===== config.mk =====
export PLATFORM = sky130hd
export DESIGN_NAME = lfu_page_replacement_flat
export DESIGN_NICKNAME = d
export VERILOG_FILES = /design/src/lfu_pkg.sv /design/src/lfu_ifs.sv /design/src/lfu_cell.sv /design/src/lfu_page_replacement.sv /design/src/flat_wrapper.sv
export SDC_FILE = /design/constraint.sdc
export NUM_CORES = 1
export LEC_CHECK = 0
export ABC_AREA = 1
export BUFFER_PORTS_ARGS = -buffer_cell sky130_fd_sc_hd__buf_2
export CAP_MARGIN = 20
export CORE_MARGIN = 3
export CORE_UTILIZATION = 30
export DETAILED_ROUTE_END_ITERATION = 8
export PLACE_DENSITY = 0.48
export SLEW_MARGIN = 30
export SYNTH_ARGS = -nofsm -noshare
export SYNTH_HDL_FRONTEND = slang
export SYNTH_HIERARCHICAL = 1
export SYNTH_SLANG_ARGS = --single-unit

===== constraint.sdc =====
create_clock -name clk -period 7.7 [get_ports clk]
set_input_delay 1.925 -clock clk [delete_from_list [all_inputs] [get_ports clk]]
set_output_delay 1.925 -clock clk [all_outputs]
set_load 0.005 [all_outputs]

===== src/lfu_pkg.sv =====
package lfu_pkg;

  localparam int PAGE_IN_W = 16;
  localparam int USED_W    = 2;
  localparam int TOTAL_W   = 32;

  localparam logic [TOTAL_W-1:0] TOTAL_MAX = '1;

  typedef enum logic [2:0] {
    S_IDLE   = 3'b001,
    S_SEARCH = 3'b010,
    S_HOLD   = 3'b100
  } state_t;

  // search record flags handed from cell to cell
  typedef struct packed {
    logic active;
    logic hit;
  } search_ctl_t;

  // frame update broadcast to all cells
  typedef struct packed {
    logic en;
    logic hit;
  } upd_ctl_t;

endpackage


===== src/lfu_ifs.sv =====
interface lfu_req_if;
  import lfu_pkg::*;
  logic                 valid;
  logic                 ready;
  logic [PAGE_IN_W-1:0] page_number;
  logic                 last_ref;

  modport source (output valid, output page_number, output last_ref, input ready);
  modport sink   (input valid, input page_number, input last_ref, output ready);
endinterface

interface lfu_rsp_if;
  import lfu_pkg::*;
  logic               valid;
  logic               ready;
  logic               was_hit;
  logic [USED_W-1:0]  frame_used;
  logic [TOTAL_W-1:0] fault_total;
  logic               sequence_done;

  modport source (output valid, output was_hit, output frame_used, output fault_total,
                  output sequence_done, input ready);
  modport sink   (input valid, input was_hit, input frame_used, input fault_total,
                  input sequence_done, output ready);
endinterface


===== src/lfu_cell.sv =====
module lfu_cell #(
  parameter int PAGE_BITS  = 16,
  parameter int COUNT_BITS = 16,
  parameter int IDX_W      = 2,
  parameter int INDEX      = 0
) (
  input  logic                    clk,
  input  logic                    rst,
  input  lfu_pkg::search_ctl_t    in_ctl,
  input  logic [PAGE_BITS-1:0]    in_page,
  input  logic [IDX_W-1:0]        in_hit_idx,
  input  logic [COUNT_BITS-1:0]   in_min_cnt,
  input  logic [IDX_W-1:0]        in_min_idx,
  output lfu_pkg::search_ctl_t    out_ctl,
  output logic [PAGE_BITS-1:0]    out_page,
  output logic [IDX_W-1:0]        out_hit_idx,
  output logic [COUNT_BITS-1:0]   out_min_cnt,
  output logic [IDX_W-1:0]        out_min_idx,
  input  lfu_pkg::upd_ctl_t       upd,
  input  logic [IDX_W-1:0]        upd_idx,
  input  logic [PAGE_BITS-1:0]    upd_page
);
  import lfu_pkg::*;

  localparam logic [IDX_W-1:0] MY_IDX = IDX_W'(INDEX);

  logic [PAGE_BITS-1:0]  page;
  logic                  valid;
  logic [COUNT_BITS-1:0] count;
  logic                  match;

  assign match = valid && (page == in_page);

  // frame state
  always_ff @(posedge clk) begin
    if (rst) begin
      valid <= 1'b0;
      count <= '0;
    end else if (upd.en && upd_idx == MY_IDX) begin
      if (upd.hit) begin
        if (count != '1) count <= count + COUNT_BITS'(1);
      end else begin
        valid <= 1'b1;
        count <= COUNT_BITS'(1);
      end
    end
  end

  always_ff @(posedge clk) begin
    if (upd.en && !upd.hit && upd_idx == MY_IDX) page <= upd_page;
  end

  // search hand-off to the next cell
  always_ff @(posedge clk) begin
    if (rst) begin
      out_ctl <= '0;
    end else begin
      out_ctl.active <= in_ctl.active;
      out_ctl.hit    <= in_ctl.hit || match;
    end
  end

  always_ff @(posedge clk) begin
    out_page    <= in_page;
    out_hit_idx <= (!in_ctl.hit && match) ? MY_IDX : in_hit_idx;
    if (count < in_min_cnt) begin
      out_min_cnt <= count;
      out_min_idx <= MY_IDX;
    end else begin
      out_min_cnt <= in_min_cnt;
      out_min_idx <= in_min_idx;
    end
  end

endmodule


===== src/lfu_page_replacement.sv =====
// Channel | Dir | Payload
// req     | in  | page_number[15:0], last_ref
// rsp     | out | was_hit, frame_used[1:0], fault_total[31:0], sequence_done
//
// One reference at a time: the search record walks the row of frame cells, one cell per
// cycle, then the result is latched in the hold state and committed onto rsp.
// A new reference is taken once the previous one commits, even while rsp is stalled.
// A result that finds rsp still full waits in a hold register until rsp frees up.
// rst (synchronous) empties all frames, zeroes use counts and the fault total.
module lfu_page_replacement #(
  parameter int NUM_FRAMES = 4,
  parameter int PAGE_BITS  = 16,
  parameter int COUNT_BITS = 16
) (
  input logic clk,
  input logic rst,
  lfu_req_if.sink   req,
  lfu_rsp_if.source rsp
);
  import lfu_pkg::*;

  localparam int IDX_W = (NUM_FRAMES > 1) ? $clog2(NUM_FRAMES) : 1;

  state_t                state;
  logic                  last_q;
  logic                  pend_hit;
  logic [IDX_W-1:0]      pend_idx;
  logic [PAGE_BITS-1:0]  pend_page;
  logic [TOTAL_W-1:0]    fault_counter;
  logic [TOTAL_W-1:0]    total_next;
  logic                  accept;
  logic                  commit;
  upd_ctl_t              upd;

  search_ctl_t           c_ctl   [NUM_FRAMES+1];
  logic [PAGE_BITS-1:0]  c_page  [NUM_FRAMES+1];
  logic [IDX_W-1:0]      c_hidx  [NUM_FRAMES+1];
  logic [COUNT_BITS-1:0] c_mcnt  [NUM_FRAMES+1];
  logic [IDX_W-1:0]      c_midx  [NUM_FRAMES+1];
  logic [NUM_FRAMES-1:0] active_vec;

  assign req.ready = (state == S_IDLE);
  assign accept    = req.valid && req.ready;
  assign commit    = (state == S_HOLD) && (!rsp.valid || rsp.ready);

  assign c_ctl[0].active = accept;
  assign c_ctl[0].hit    = 1'b0;
  assign c_page[0]       = PAGE_BITS'(req.page_number);
  assign c_hidx[0]       = '0;
  assign c_mcnt[0]       = '1;
  assign c_midx[0]       = '0;

  assign upd.en  = commit;
  assign upd.hit = pend_hit;

  for (genvar k = 0; k < NUM_FRAMES; k++) begin : g_cell
    lfu_cell #(
      .PAGE_BITS (PAGE_BITS),
      .COUNT_BITS(COUNT_BITS),
      .IDX_W     (IDX_W),
      .INDEX     (k)
    ) u_cell (
      .clk        (clk),
      .rst        (rst),
      .in_ctl     (c_ctl[k]),
      .in_page    (c_page[k]),
      .in_hit_idx (c_hidx[k]),
      .in_min_cnt (c_mcnt[k]),
      .in_min_idx (c_midx[k]),
      .out_ctl    (c_ctl[k+1]),
      .out_page   (c_page[k+1]),
      .out_hit_idx(c_hidx[k+1]),
      .out_min_cnt(c_mcnt[k+1]),
      .out_min_idx(c_midx[k+1]),
      .upd        (upd),
      .upd_idx    (pend_idx),
      .upd_page   (pend_page)
    );
    assign active_vec[k] = c_ctl[k+1].active;
  end

  always_comb begin
    total_next = fault_counter;
    if (!pend_hit && fault_counter != TOTAL_MAX) total_next = fault_counter + TOTAL_W'(1);
  end

  always_ff @(posedge clk) begin
    if (rst) begin
      state <= S_IDLE;
    end else begin
      unique case (state)
        S_IDLE:   if (accept) state <= S_SEARCH;
        S_SEARCH: if (c_ctl[NUM_FRAMES].active) state <= S_HOLD;
        S_HOLD:   if (commit) state <= S_IDLE;
        default:  state <= S_IDLE;
      endcase
    end
  end

  always_ff @(posedge clk) begin
    if (accept) last_q <= req.last_ref;
    if (state == S_SEARCH && c_ctl[NUM_FRAMES].active) begin
      pend_hit  <= c_ctl[NUM_FRAMES].hit;
      pend_idx  <= c_ctl[NUM_FRAMES].hit ? c_hidx[NUM_FRAMES] : c_midx[NUM_FRAMES];
      pend_page <= c_page[NUM_FRAMES];
    end
  end

  always_ff @(posedge clk) begin
    if (rst) begin
      fault_counter <= '0;
      rsp.valid     <= 1'b0;
    end else begin
      if (commit) begin
        fault_counter <= last_q ? '0 : total_next;
        rsp.valid     <= 1'b1;
      end else if (rsp.ready) begin
        rsp.valid     <= 1'b0;
      end
    end
  end

  always_ff @(posedge clk) begin
    if (commit) begin
      rsp.was_hit       <= pend_hit;
      rsp.frame_used    <= USED_W'(pend_idx);
      rsp.fault_total   <= total_next;
      rsp.sequence_done <= last_q;
    end
  end

  // at most one reference walks the cell row
  a_one_in_flight: assert property (@(posedge clk) disable iff (rst)
    $onehot0(active_vec))
    else $error("more than one search record in the cell row");

  // the record leaves the row only while the controller is searching
  a_exit_in_search: assert property (@(posedge clk) disable iff (rst)
    c_ctl[NUM_FRAMES].active |-> state == S_SEARCH)
    else $error("search record left the row outside search");

  // a fault always counts at least itself
  a_fault_counted: assert property (@(posedge clk) disable iff (rst)
    rsp.valid && !rsp.was_hit |-> rsp.fault_total != '0)
    else $error("fault reported with zero total");

endmodule


===== src/flat_wrapper.sv =====
// flat-port wrapper written by rule: the top's interface ports become plain ports
module lfu_page_replacement_flat import lfu_pkg::*;
#(
  parameter int NUM_FRAMES = 4,
  parameter int PAGE_BITS  = 16,
  parameter int COUNT_BITS = 16
)
  (clk, rst, req_valid, req_page_number, req_last_ref, req_ready, rsp_valid, rsp_was_hit, rsp_frame_used, rsp_fault_total, rsp_sequence_done, rsp_ready);
  lfu_req_if req_i ();
  lfu_rsp_if rsp_i ();
  input logic clk;
  input logic rst;
  input wire logic [$bits(req_i.valid)-1:0] req_valid;
  input wire logic [$bits(req_i.page_number)-1:0] req_page_number;
  input wire logic [$bits(req_i.last_ref)-1:0] req_last_ref;
  output wire logic [$bits(req_i.ready)-1:0] req_ready;
  output wire logic [$bits(rsp_i.valid)-1:0] rsp_valid;
  output wire logic [$bits(rsp_i.was_hit)-1:0] rsp_was_hit;
  output wire logic [$bits(rsp_i.frame_used)-1:0] rsp_frame_used;
  output wire logic [$bits(rsp_i.fault_total)-1:0] rsp_fault_total;
  output wire logic [$bits(rsp_i.sequence_done)-1:0] rsp_sequence_done;
  input wire logic [$bits(rsp_i.ready)-1:0] rsp_ready;
  assign req_i.valid = req_valid;
  assign req_i.page_number = req_page_number;
  assign req_i.last_ref = req_last_ref;
  assign req_ready = req_i.ready;
  assign rsp_valid = rsp_i.valid;
  assign rsp_was_hit = rsp_i.was_hit;
  assign rsp_frame_used = rsp_i.frame_used;
  assign rsp_fault_total = rsp_i.fault_total;
  assign rsp_sequence_done = rsp_i.sequence_done;
  assign rsp_i.ready = rsp_ready;
  lfu_page_replacement #(.NUM_FRAMES(NUM_FRAMES), .PAGE_BITS(PAGE_BITS), .COUNT_BITS(COUNT_BITS)) u_core (.clk(clk), .rst(rst), .req(req_i), .rsp(rsp_i));
endmodule

==> impl_metrics.yaml <==
timing:
  period_minus_slack_ns: 3.776
  clock_skew_ns: 0.03107
  tightest_slew_ns: 0.8595
  setup_viol: 0
  tns_ns: 0
  fin_crit_sh: 0.4903
  worst_slack_ns: 3.925
  slew_headroom: 0.4270
  drv_slew: 0
  fmax_mhz: 264.9
  rsz0062_at_grt: "no"
  hold_viol: 0
detailed_routing:
  firstDrtPassIters: 5
  viasPerCell: 4.413
  drt-total-wl_um: 40480
  drt_iter0_drc: 777
  antenna_left: 0
  drcViolationCount: 0
  vias: 13440
  wl_per_cell_um: 13.29
final_layout:
  seqCellArea_mm2: 0.008408
  multi_input_area_mm2: 0.007416
  drive_above_1_share: 0.1067
  antennaDiodeCount: 0
  nets: 2348
  nFillCells: 5840
  syn_to_final_growth_pct: 16.09
  final-instance-count-excl-fill: 3045
hold_path:
  hold_path.class: "flop to flop"
  holdPathStages: 0
  hp-start: "u_core/g_cell[0].u_cell/out_page[0]$_DFF_P_"
  min_to: "u_core/g_cell[1].u_cell/out_page[0]$_DFF_P_"
clock_tree:
  cts.sinks: 360
  h-tree-depth: 2
  cts.hold.buffers_added: 0
  path_clk_slew_ns: 0.06
  postCtsSetupBuffers: 0
  clock_latency_ns: 0.58
  cts_root_buf: "clkbuf_16"
  cts-resized-gates: 0
  cts_tree: "yes"
  cts-buffers-inserted: 43
  cts.path.max_buffers: 3
global_route:
  grt_use_met1: 0.1825
  grt_most_used_layer: "met2"
  overflow: 0
  grt_pass1_wl_um: 66580
  grt_max_degree: 61
  antenna_found_initial: 0
  grt_usage: 0.1350
  use_met3: 0.02261
  grt_pass1_vias: 12950
  gr-usage-met2: 0.2216
synthesis:
  yosysWarnings: 6
  syn-cell-area_mm2: 0.01710
  synthCells: 2159
  avgSynthCellArea_um2: 7.922
setup_path:
  worst-r2r-cell-count: 9
  r2r_end: "u_core/g_cell[2].u_cell/page[0]$_DFFE_PP_"
  regToRegSetupSlack_ns: 4.79
  reg2reg_from: "u_core/state[2]$_SDFFE_PP0P_"
  startpoint_type: "input port"
  cp-end-kind: "flop"
  setup.worst_path.class: "input port to flop"
  worst-path-max-fanout: 35
  critPathRequiredTime_ns: 7.91
  worst-endpoint-arrival_ns: 3.99
placement:
  dp_hpwl_um: 28440
  place_ws_ns: 2.993
  dp_cells: 2964
  gp_congestion: 0.8175
  io_buffer_count: 58
power_and_ir_drop:
  leakagePower_uw: 0.008488
  powerDensity_mw_per_mm2: 215.3
  peakVddDrop_v: 0.0001787
die:
  fp.dieArea_mm2: 0.05991
  die_height_um: 244.8
  top_level_ports: 59
  rows: 86
  initial_core_util: 0.3068
  core-area_mm2: 0.05574
  die_width_um: 244.8
flow_run:
  max-cap-violations: 0
run_status:
  status: "completed"
-- through the flow --
stage / hold WS [ns] / utilization / total power [uW] / instance area, um^2
6_report: 0.3486 / 0.3562 / 4275 / 19860
5_1_grt: 0.3519 / 0.3562 / 4427 / 19860
4_1_cts: 0.3522 / 0.3559 / 4345 / 19840
3_5_place_dp: 0.3387 / 0.3278 / 2104 / 18270
3_3_place_gp: 0.3365 / 0.3275 / 2102 / 18260
2_1_floorplan: 0.3308 / - / 2076 / 17240
-- flip-flops by register name (all words and copies together) (netlist names), 2 cells and up --
register,count
u_core/fault_counter,32
u_core/g_cell.u_cell/count,64
u_core/g_cell.u_cell/out_ctl,8
u_core/g_cell.u_cell/out_hit_idx,8
u_core/g_cell.u_cell/out_min_cnt,48
u_core/g_cell.u_cell/out_min_idx,8
u_core/g_cell.u_cell/out_page,64
u_core/g_cell.u_cell/page,64
u_core/g_cell.u_cell/valid,4
u_core/pend_idx,2
u_core/pend_page,16
u_core/rsp.fault_total,32
u_core/rsp.frame_used,2
u_core/state,3
-- cell usage in the layout (no fill, tap or decap), drive strengths merged, types with 34 or more instances in the layout --
master / count
nand2: 637
inv: 318
dfxtp: 240
nor2: 240
nand3: 182
edfxtp: 120
a21oi: 93
ha: 65
buf: 65
o21ai: 57
clkbuf: 51
conb: 38
nor3: 34
-- metal layers --
layer	share of wire	up-vias	wire [um]
li1	-	7029	-
met2	0.45	204	18370
met1	0.49	6135	19660
met5	0	-	0
met3	0.036	70	1453
met4	0.025	0	994
-- area by class of cell --
type                       instances  area share
sequential                       360      0.4235
multi-input combinational       1477      0.3735
inverter                         315     0.05955
clock buffer                      51     0.05823
tap                              748     0.04714
clock inverter                    29     0.02067
timing repair buffer              65     0.01746
-- worst max-delay path, cell delays in order --
cell and delay [ns]:
buf_2 0.08, nor2_1 0.05, inv_1 0.06, nand2_1 0.05
buf_4 0.26, inv_2 0.34, nand2_1 0.11, nor2_2 0.53
inv_2 0.09, nor2_4 0.46
-- power breakdown --
part	leakage (uW)	internal, uW	switching (uW)
Combinational	0.00460	25.9	45.0
Sequential	0.00312	1980	13.4
Clock	0.000769	1360	855
Total	0.00849	3360	913
-- worst max path at each step --
stage | from | endpoint | slack, ns | depth (start not counted)
2_1_floorplan | rsp_ready | u_core/g_cell[2].u_cell/page[0]$_DFFE_PP_ | 2.70 | 10
3_5_place_dp | rsp_ready | u_core/g_cell[2].u_cell/page[10]$_DFFE_PP_ | 2.99 | 10
3_3_place_gp | rsp_ready | u_core/g_cell[2].u_cell/page[12]$_DFFE_PP_ | 2.75 | 10
6_report | rsp_ready | u_core/g_cell[2].u_cell/page[0]$_DFFE_PP_ | 3.92 | 10
4_1_cts | rsp_ready | u_core/g_cell[2].u_cell/page[0]$_DFFE_PP_ | 3.61 | 10
5_1_grt | rsp_ready | u_core/g_cell[2].u_cell/page[0]$_DFFE_PP_ | 3.72 | 10
Power figures use the tool's default switching activity.
